`config.mk`:
```
export PLATFORM = sky130hd
export DESIGN_NAME = length_prefixed_packet_deframer
export DESIGN_NICKNAME = d
export VERILOG_FILES = /design/src/sv/lpd_pkg.sv /design/src/sv/length_prefixed_packet_deframer.sv
export VERILOG_INCLUDE_DIRS = /design/src /design/src/sv
export SDC_FILE = /design/constraint.sdc
export NUM_CORES = 1
export LEC_CHECK = 0
export BUFFER_PORTS_ARGS = -buffer_cell sky130_fd_sc_hd__clkbuf_2
export CAP_MARGIN = 30
export CELL_PAD_IN_SITES_DETAIL_PLACEMENT = 1
export CELL_PAD_IN_SITES_GLOBAL_PLACEMENT = 1
export CORE_MARGIN = 8
export CORE_UTILIZATION = 50
export DETAILED_ROUTE_END_ITERATION = 10
export GPL_ROUTABILITY_DRIVEN = 1
export HOLD_SLACK_MARGIN = 0.05
export PLACE_DENSITY_LB_ADDON = 0.25
export SETUP_SLACK_MARGIN = 0.2
export SLEW_MARGIN = 25
export SYNTH_ARGS = -nofsm -noshare
export SYNTH_HDL_FRONTEND = slang
export SYNTH_SLANG_ARGS = --single-unit
```
`constraint.sdc`:
```
create_clock -name clk -period 13.9 [get_ports clk]
set_input_delay 2.78 -clock clk [delete_from_list [all_inputs] [get_ports clk]]
set_output_delay 2.78 -clock clk [all_outputs]
set_load 0.02 [all_outputs]
```
`src/sv/length_prefixed_packet_deframer_macros.svh`:
```
// Assertion macros for the length-prefixed packet deframer
`ifndef LENGTH_PREFIXED_PACKET_DEFRAMER_MACROS_SVH
`define LENGTH_PREFIXED_PACKET_DEFRAMER_MACROS_SVH

// same-cycle implication, checked while out of reset
`define LPD_ASSERT_NOW(label, clk, rst_n, ante, cons) \
  label: assert property (@(posedge clk) disable iff (!rst_n) (ante) |-> (cons)) \
    else $error("deframer check failed");

// next-cycle implication, checked while out of reset
`define LPD_ASSERT_NEXT(label, clk, rst_n, ante, cons) \
  label: assert property (@(posedge clk) disable iff (!rst_n) (ante) |=> (cons)) \
    else $error("deframer check failed");

`endif

```
`src/sv/lpd_pkg.sv`:
```
// Package: types and constants for the length-prefixed packet deframer
`timescale 1ns / 1ps

package lpd_pkg;

  localparam int unsigned LPD_LENGTH_BITS = 16;

  localparam logic [7:0]  HEAD_SHORT_A = 8'hC1;
  localparam logic [7:0]  HEAD_SHORT_B = 8'hC3;
  localparam logic [7:0]  HEAD_WIDE_A  = 8'hC2;
  localparam logic [7:0]  HEAD_WIDE_B  = 8'hC4;

  localparam logic [15:0] HDR_SIZE_SHORT = 16'd2;
  localparam logic [15:0] HDR_SIZE_WIDE  = 16'd3;

  localparam logic        RST_DESCRAMBLE_ENABLE = 1'b1;
  localparam logic [7:0]  RST_XOR_KEY           = 8'h00;
  localparam logic [7:0]  RST_SUB_KEY           = 8'h00;
  localparam logic [15:0] RST_MAX_LENGTH        = 16'd8192;

  typedef enum logic [1:0] {
    CFG_DESCRAMBLE_ENABLE = 2'd0,
    CFG_XOR_KEY           = 2'd1,
    CFG_SUB_KEY           = 2'd2,
    CFG_MAX_LENGTH        = 2'd3
  } cfg_index_t;

  typedef enum logic [3:0] {
    PH_HEAD = 4'b0001,
    PH_LEN1 = 4'b0010,
    PH_LEN2 = 4'b0100,
    PH_BODY = 4'b1000
  } phase_t;

  typedef struct packed {
    logic [7:0] data_byte;
    logic       in_packet;
    logic       packet_start;
    logic       packet_end;
    logic       wide_length;
    logic       frame_error;
  } result_t;

endpackage

```
`src/sv/length_prefixed_packet_deframer.sv`:
```
// Length-prefixed packet deframer: descramble, frame and mark one byte per item.
// Each accepted result is registered in out_r, or in skid_r on output stall.
// Throughput: one item per cycle while in_stall is low; a skid register absorbs one
// item of output stall; its valid bit drives in_stall, which is fully registered.
// Reset (synchronous, rst_n low) clears framing state and valid bits and restores
// descramble_enable = 1, xor_key = 0, sub_key = 0, max_length = 8192.
`timescale 1ns / 1ps

`include "length_prefixed_packet_deframer_macros.svh"

module length_prefixed_packet_deframer
  import lpd_pkg::*;
#(
  parameter int unsigned LENGTH_BITS = LPD_LENGTH_BITS
) (
  input  logic        clk,
  input  logic        rst_n,

  input  logic        cfg_we,
  input  logic [1:0]  cfg_index,
  input  logic [15:0] cfg_data,

  input  logic        in_valid,
  output logic        in_stall,
  input  logic [7:0]  in_rx_byte,

  output logic        out_valid,
  input  logic        out_stall,
  output logic [7:0]  out_data_byte,
  output logic        out_in_packet,
  output logic        out_packet_start,
  output logic        out_packet_end,
  output logic        out_wide_length,
  output logic        out_frame_error
);

  localparam logic [15:0] LENGTH_CAP = 16'((32'd1 << LENGTH_BITS) - 32'd1);

  logic                   descramble_enable_r;
  logic [7:0]             xor_key_r;
  logic [7:0]             sub_key_r;
  logic [15:0]            max_length_r;

  phase_t                 phase_r, phase_nxt;
  logic                   wide_flag_r, wide_flag_nxt;
  logic [7:0]             length_high_r, length_high_nxt;
  logic [LENGTH_BITS-1:0] packet_length_r, packet_length_nxt;
  logic [LENGTH_BITS-1:0] bytes_seen_r, bytes_seen_nxt;

  result_t                res_nxt;
  result_t                out_r;
  result_t                skid_r;
  logic                   out_valid_r;
  logic                   skid_valid_r;

  logic                   in_accept;
  logic [7:0]             d;
  logic                   is_head;
  logic                   is_wide_head;
  logic [15:0]            len;
  logic [15:0]            hdr;
  logic                   len_bad;
  logic [LENGTH_BITS-1:0] bytes_seen_inc;

  assign in_stall  = skid_valid_r;
  assign in_accept = in_valid && !skid_valid_r;

  assign d = descramble_enable_r ? ((in_rx_byte ^ xor_key_r) - sub_key_r) : in_rx_byte;

  assign is_wide_head = (d == HEAD_WIDE_A) || (d == HEAD_WIDE_B);
  assign is_head      = is_wide_head || (d == HEAD_SHORT_A) || (d == HEAD_SHORT_B);

  assign len     = (phase_r == PH_LEN2) ? {length_high_r, d} : {8'h00, d};
  assign hdr     = (phase_r == PH_LEN2) ? HDR_SIZE_WIDE : HDR_SIZE_SHORT;
  assign len_bad = (len == 16'd0) || (len < hdr) || (len > max_length_r) || (len > LENGTH_CAP);
  assign bytes_seen_inc = bytes_seen_r + 1'b1;

  always_comb begin
    phase_nxt         = phase_r;
    wide_flag_nxt     = wide_flag_r;
    length_high_nxt   = length_high_r;
    packet_length_nxt = packet_length_r;
    bytes_seen_nxt    = bytes_seen_r;
    res_nxt           = '0;
    res_nxt.data_byte = d;
    case (phase_r)
      PH_HEAD: begin
        if (is_head) begin
          wide_flag_nxt        = is_wide_head;
          length_high_nxt      = 8'h00;
          packet_length_nxt    = '0;
          bytes_seen_nxt       = LENGTH_BITS'(1);
          phase_nxt            = PH_LEN1;
          res_nxt.in_packet    = 1'b1;
          res_nxt.packet_start = 1'b1;
          res_nxt.wide_length  = is_wide_head;
        end else begin
          res_nxt.frame_error  = 1'b1;
        end
      end
      PH_LEN1, PH_LEN2: begin
        if (phase_r == PH_LEN1 && wide_flag_r) begin
          length_high_nxt     = d;
          bytes_seen_nxt      = bytes_seen_inc;
          phase_nxt           = PH_LEN2;
          res_nxt.in_packet   = 1'b1;
          res_nxt.wide_length = 1'b1;
        end else begin
          res_nxt.wide_length = wide_flag_r;
          if (len_bad) begin
            res_nxt.frame_error = 1'b1;
            phase_nxt           = PH_HEAD;
            bytes_seen_nxt      = '0;
            packet_length_nxt   = '0;
          end else begin
            packet_length_nxt = len[LENGTH_BITS-1:0];
            res_nxt.in_packet = 1'b1;
            if (bytes_seen_inc == len[LENGTH_BITS-1:0]) begin
              res_nxt.packet_end = 1'b1;
              phase_nxt          = PH_HEAD;
              bytes_seen_nxt     = '0;
            end else begin
              bytes_seen_nxt = bytes_seen_inc;
              phase_nxt      = PH_BODY;
            end
          end
        end
      end
      PH_BODY: begin
        bytes_seen_nxt      = bytes_seen_inc;
        res_nxt.in_packet   = 1'b1;
        res_nxt.wide_length = wide_flag_r;
        if (bytes_seen_inc >= packet_length_r) begin
          res_nxt.packet_end = 1'b1;
          phase_nxt          = PH_HEAD;
          bytes_seen_nxt     = '0;
        end
      end
      default: begin
        phase_nxt = PH_HEAD;
      end
    endcase
  end

  always_ff @(posedge clk) begin
    if (!rst_n) begin
      descramble_enable_r <= RST_DESCRAMBLE_ENABLE;
      xor_key_r           <= RST_XOR_KEY;
      sub_key_r           <= RST_SUB_KEY;
      max_length_r        <= RST_MAX_LENGTH;
    end else if (cfg_we) begin
      case (cfg_index_t'(cfg_index))
        CFG_DESCRAMBLE_ENABLE: descramble_enable_r <= cfg_data[0];
        CFG_XOR_KEY:           xor_key_r           <= cfg_data[7:0];
        CFG_SUB_KEY:           sub_key_r           <= cfg_data[7:0];
        CFG_MAX_LENGTH:        max_length_r        <= cfg_data;
        default: begin
        end
      endcase
    end
  end

  always_ff @(posedge clk) begin
    if (!rst_n) begin
      phase_r         <= PH_HEAD;
      wide_flag_r     <= 1'b0;
      length_high_r   <= 8'h00;
      packet_length_r <= '0;
      bytes_seen_r    <= '0;
    end else if (in_accept) begin
      phase_r         <= phase_nxt;
      wide_flag_r     <= wide_flag_nxt;
      length_high_r   <= length_high_nxt;
      packet_length_r <= packet_length_nxt;
      bytes_seen_r    <= bytes_seen_nxt;
    end
  end

  // output register plus one skid stage
  always_ff @(posedge clk) begin
    if (!rst_n) begin
      out_valid_r  <= 1'b0;
      skid_valid_r <= 1'b0;
    end else if (skid_valid_r) begin
      if (!out_stall) begin
        skid_valid_r <= 1'b0;
      end
    end else if (in_accept) begin
      if (out_valid_r && out_stall) begin
        skid_valid_r <= 1'b1;
      end else begin
        out_valid_r <= 1'b1;
      end
    end else if (!out_stall) begin
      out_valid_r <= 1'b0;
    end
  end

  always_ff @(posedge clk) begin
    if (skid_valid_r) begin
      if (!out_stall) begin
        out_r <= skid_r;
      end
    end else if (in_accept) begin
      if (out_valid_r && out_stall) begin
        skid_r <= res_nxt;
      end else begin
        out_r <= res_nxt;
      end
    end
  end

  assign out_valid        = out_valid_r;
  assign out_data_byte    = out_r.data_byte;
  assign out_in_packet    = out_r.in_packet;
  assign out_packet_start = out_r.packet_start;
  assign out_packet_end   = out_r.packet_end;
  assign out_wide_length  = out_r.wide_length;
  assign out_frame_error  = out_r.frame_error;

  `LPD_ASSERT_NOW(a_skid_implies_out, clk, rst_n, skid_valid_r, out_valid_r)
  `LPD_ASSERT_NOW(a_err_not_in_pkt, clk, rst_n, out_valid_r, !(out_r.frame_error && out_r.in_packet))
  `LPD_ASSERT_NOW(a_start_in_pkt, clk, rst_n, out_valid_r && out_r.packet_start, out_r.in_packet)
  `LPD_ASSERT_NOW(a_count_in_pkt, clk, rst_n, phase_r != PH_HEAD, bytes_seen_r != '0)
  `LPD_ASSERT_NEXT(a_stall_to_skid, clk, rst_n, in_accept && out_valid_r && out_stall, skid_valid_r)

endmodule

```
==> Word-level counts from Yosys, hierarchy flattened <==
Cells that the tools add are included.
{ "word_totals": {"out_inout_bits": 15, "wordCells": 129, "in_bits": 31, "regBits": 106} }
{ "classes": {"bitwise_logic": 2, "eq_ne": 20, "muxes": 50, "n_reduce_logical": 28, "n_addsub": 2, "n_lt_le_gt_ge": 4} }
{ "ops": {"columns": ["op", "n"], "rows": [
  ["$mux W16", 9],
  ["$mux W13", 4],
  ["$pmux W16 S3", 1],
  ["$eq A8 B8 Y1 const B", 4],
  ["$pmux W16 S2", 1],
  ["$mux W8", 3],
  ["$mux W1", 20],
  ["$mux W4", 5],
  ["$reduce_and A3 Y1", 6],
  ["$add A16 B1 Y16 const B", 1],
  ["$eq A16 B16 Y1", 1],
  ["$ge A16 B16 Y1", 1],
  ["$gt A16 B16 Y1", 1],
  ["$gt A16 B16 Y1 const B", 1],
  ["$logic_not A16 Y1", 1],
  ["$lt A16 B2 Y1", 1],
  ["$pmux W8 S2", 1],
  ["$ne A2 B2 Y1 const B", 7],
  ["$pmux W4 S3", 1],
  ["$reduce_and A2 Y1", 4],
  ["$reduce_and A4 Y1", 2],
  ["$sub A8 B8 Y8", 1],
  ["$xor A8 B8 Y8", 1],
  ["$logic_or A1 B1 Y1", 6],
  ["other kinds (17)", 23]
]} }

==> Longest topological paths before layout <==
{ "depth": {"ltp_word": 14, "ltp_mapped": 18, "ltp_nobuf": 16} }

==> Least setup slack after synthesis <==
OpenSTA, ideal clock, no wires.
{ "synth_timing": {"path_kind": "input to register", "from": "input in_rx_byte[4]", "to": "register bytes_seen_r[0]", "setup_ps": 112, "arrival_time_ps": 6392, "cell_stages": 17, "setup_slack_ps": 7396, "n_path_buf": 1, "path_cell_list": "xor2_1 ha_1 a21o_1 or3_1 o21ai_1 mux2i_2 xor2_2 ha_1 nand2_1 a21o_1 a2111oi_0 nand4_1 a21boi_1 nor3_2 buf_4 a21oi_1 a2111oi_1"} }
{ "synth_between": {"elab_chain_cells": 11, "word_cells_on_any_way": 25, "classes_between": "1 x add/sub; 3 x order compare; 6 x eq/ne; 6 x mux; 1 x bitwise; 8 x reduce/logical"} }
{ "synth_lines": {"columns": ["item", "line_no", "source"], "rows": [
  ["start: declaration", "length_prefixed_packet_deframer.sv:25", "input logic [7:0] in_rx_byte,"],
  ["$xor A8 B8 Y8 (*)", "length_prefixed_packet_deframer.sv:68", "assign d = descramble_enable_r ? ((in_rx_byte ^ xor_key_r) - sub_key_r) : in_rx_byte;"],
  ["$sub A8 B8 Y8 (*)", "length_prefixed_packet_deframer.sv:68", null],
  ["$mux W8 (*)", "length_prefixed_packet_deframer.sv:68", null],
  ["via d[7]", "length_prefixed_packet_deframer.sv:57", "logic [7:0] d;"],
  ["$mux W16", "length_prefixed_packet_deframer.sv:73", "assign len = (phase_r == PH_LEN2) ? {length_high_r, d} : {8'h00, d};"],
  ["$lt A16 B2 Y1 / $logic_not A16 Y1 (equally long branches)", "length_prefixed_packet_deframer.sv:75", "assign len_bad = (len == 16'd0) || (len < hdr) || (len > max_length_r) || (len > LENGTH_CAP);"],
  ["$logic_or A1 B1 Y1 (3 in series)", "length_prefixed_packet_deframer.sv:75", null],
  ["$mux W16", "length_prefixed_packet_deframer.sv:110", "if (len_bad) begin"],
  ["$mux W16", "length_prefixed_packet_deframer.sv:102", "if (phase_r == PH_LEN1 && wide_flag_r) begin"],
  ["$pmux W16 S3", "length_prefixed_packet_deframer.sv:86", "case (phase_r)"],
  ["end signal: assignment", "length_prefixed_packet_deframer.sv:175", "bytes_seen_r <= bytes_seen_nxt;"],
  ["end: declaration", "length_prefixed_packet_deframer.sv:48", "logic [LENGTH_BITS-1:0] bytes_seen_r, bytes_seen_nxt;"]
]} }
Mark *: on every way through the listed nets, which the timed path passes. The rest lies on a longest branch.
A chain may end at the register's enable or synchronous reset.

==> Worst setup path after layout <==
Ends and elaborated chain as after synthesis.

==> results.ini <==
[critical_path]
critical_path_class=in -> reg
crit_fanout=22
crit_slowest_cell=xor2_2
worst_setup_path_start_kind=input pin
cp.depth=18
crit_chain=clkbuf_2 -> xor2_1 -> ha_1 -> a21o_1 -> or3_1 -> o21ai_1 -> mux2i_2 -> xor2_2 -> ha_1 -> nand2_1 -> a21o_1 -> a2111oi_0 -> nand4_1 -> a21boi_1 -> nor3_2 -> buf_4 -> a21oi_1 -> a2111oi_1
worstPathRequired_ns=14.14
cp_top_family=compound AO/OA/AOI/OAI gates
end_kind=flip-flop
arrival_ns=7.40
crit_buf_inv=2
slowest_delay_ns=0.48
rr_worst_depth=17

[synthesis]
synth_area_sq_mm=0.00672
synthCells=792
yosysTopAreaCell=dfxtp_1
syn_nets=862
synth_cell_types=79
ys_async_sr_fraction_pct=0
syn-mean-instance-area_sq_um=8.49
yosys_warnings=0
ys_ff_latch=106
synth.area.top_cells=dfxtp_1, edfxtp_1, ha_1
synth-edff-count=26
ys.flop_type=dfxtp_1
synth_top_area_share_pct=23.8
yosysSeqAreaShare_pct=35.4

[sta]
hold_violations=0
worstMarginPinSlew_ns=0.934
finalClockSkew_ns=0.00661
whs_ns=0.459
post-route-period-util_pct=51.5
setup_viol=0
max_slew_margin_pct=37.7
max_freq_mhz=140
slew_violations=0
rsz0062_at_grt=false
fin_crit_ns=7.16
fin_tns_setup_ns=0

[placed_design]
portBuffers=45
place.gp.congestion=0.862
dp_hpwl_mm=15.3

[flow_run]
drv_cap=0

[clock_tree]
clk_latency_ns=0.36
post_cts_buffers=0
hold_buffers=0
clkSinkCount=106
cts_resized=0
cts-buffers-inserted=9
clkSlewWorstSetupHoldPaths_ns=0.08
cts_root_buf=clkbuf_16
cts_buffer_depth=2
cts_max_level=3
cts_tree=built

[global_routing]
grt_pass1_wl_mm=34.0
met2_usage_pct=42.6
grt_pass1_vias=6582
grt_max_degree=56
antenna_found_initial=0
grt_overflow=0
grtUsageTotal_pct=23.9
met3_usage_pct=3.96
grt.busiest_layer=met2
globalRouteMet1Util_pct=27.3

[pwr]
p_int_mw=0.539
p_leak_nw=2.99
pwr-share-clk_pct=38.3
power.density_mw_per_mm2=104
power.share.switching_pct=29.7
p_sw_mw=0.228
seqPwrFrac_pct=43.7
p_comb_share_pct=18.0
peakVddDrop_mv=0.0672

[drt]
drtAntennaViolNets=0
wl_per_cell_microns=21.1
viasPerCell=6.11
drtPass1Iterations=5
drt-total-wl_mm=20.9
drtIter0Drc=406
vias=6068
drt_drc_violations_left=0

[die]
die-width_microns=132
core_area_sq_mm=0.0132
row_count=42
start_util_pct=50.9
die_y_microns=132
io_pins=46
dieArea_sq_mm=0.0174

[layout]
n_antenna_cell=0
syn_to_final_growth_pct=9.63
final_util_pct=55.9
multi_input_area_sq_mm=0.00390
fillCellCount=1607
nets=882
seqCellArea_sq_mm=0.00238
final_layout_size_suffix_gt1_share_pct=11.8

[outcome]
outcome=finished, final reports clean

[worst_hold_path]
hold_class=reg -> reg
hold_depth=2

registers in the layout, indices dropped and copies added, names as in the netlist, 4 cells and up:
register and count:
packet_length_r 16, max_length_r 16, sub_key_r 8, bytes_seen_r 16
length_high_r 8, phase_r 4, skid_r 13, out_data_byte 8
xor_key_r 8
power by group through the flow:
stage          Sequential [mW]  Clock (mW)  Combinational [mW]
6_report                 0.335       0.294               0.138
5_1_grt                  0.336       0.309               0.149
4_1_cts                  0.335       0.297               0.135
3_5_place_dp             0.342           0               0.132
3_3_place_gp             0.342           0               0.126
2_1_floorplan            0.345           0              0.0887
per-layer routing:
layer / up-vias / routed length [microns]
met2: 171 / 10700
li1: 2863 / -
met5: - / 0
met3: 58 / 915
met1: 2976 / 8660
met4: 0 / 686
worst register-to-register path, cell delays in order, from the launching register on:
cell and delay [ns]:
dfxtp_1 0.36, xor2_1 0.18, ha_1 0.32, a21o_1 0.27, or3_1 0.32, o21ai_1 0.19, mux2i_2 0.33, xor2_2 0.48
ha_1 0.26, nand2_1 0.09, a21o_1 0.16, a2111oi_0 0.48, nand4_1 0.27, a21boi_1 0.21, nor3_2 0.19, buf_4 0.29
a21oi_1 0.13, a2111oi_1 0.36
Yosys cell counts (3+ instances only):
cell type,instances
nand2b_1,12
dfxtp_1,80
nor2_1,61
buf_2,7
nor3_2,3
and4_1,4
mux2_2,9
or3_1,9
nor4_1,9
o211ai_1,5
and3_1,6
nand3b_1,5
nand4_1,10
nand3_1,25
edfxtp_1,26
o21a_1,7
o21ai_1,3
a31oi_1,8
a221oi_1,6
a21oi_1,51
nor3_1,12
nor2b_1,13
ha_1,38
a21o_1,14
xnor2_1,17
mux2i_1,26
and2_1,4
buf_4,4
inv_1,69
or4_1,3
xor2_1,13
nand2_1,95
o2bb2ai_1,8
o2111ai_1,4
a211oi_1,7
nor3b_1,3
clkbuf_1,25
o21ai_0,27
o22ai_1,14
layout make-up:
class | instances | area share [%]
Multi-Input combinational cell | 577 | 52.9
Sequential cell | 106 | 32.4
Timing Repair Buffer | 48 | 3.63
Inverter | 70 | 3.57
Clock buffer | 9 | 3.06
Tap cell | 176 | 2.99
Clock inverter | 7 | 1.51
final timing paths:
check / start / end / slack, ns
worst max-delay path: in_rx_byte[4] / bytes_seen_r[0] / 6.74
worst min-delay path: packet_length_r[6] / packet_length_r[6] / 0.46
worst max register to register: xor_key_r[4] / bytes_seen_r[0] / 8.90
worst min register to register: packet_length_r[6] / packet_length_r[6] / 0.46
metrics by stage:
step / cells / setup WS (ns) / total power, mW / instance area, sq um
2_1_floorplan: 792 / 7.40 / 0.434 / 6720
3_3_place_gp: 976 / 6.94 / 0.468 / 7000
3_5_place_dp: 976 / 6.70 / 0.475 / 7000
4_1_cts: 992 / 6.85 / 0.767 / 7330
5_1_grt: 993 / 6.53 / 0.794 / 7370
6_report: 993 / 6.74 / 0.768 / 7370
layout by cell type, fill, tap and decap left out, drive strengths merged, types with 13 or more instances in the layout:
cell	Yosys	layout
a21o	14	14
a21oi	52	52
clkbuf	25	54
dfxtp	80	80
edfxtp	26	26
ha	38	38
inv	70	73
mux2i	27	27
nand2	95	95
nand3	25	25
nor2	61	61
nor2b	13	13
nor3	15	15
o21ai	30	30
o22ai	14	14
xnor2	17	17
xor2	14	14
cell families (layout without fill, tap and decap cells):
kind of cell / after synthesis / in the layout / share of synthesized area (%)
muxes: 36 / 36 / 5.59
DFF: 106 / 106 / 35.4
adders and majority gates: 40 / 40 / 7.52
xor gates and xnor gates: 32 / 32 / 4.49
AOI/OAI and AO/OA: 181 / 181 / 18.5
buffers and inverters: 109 / 134 / 6.67
and+or+nand+nor: 288 / 288 / 21.8
(Power assumes the default switching activity.)
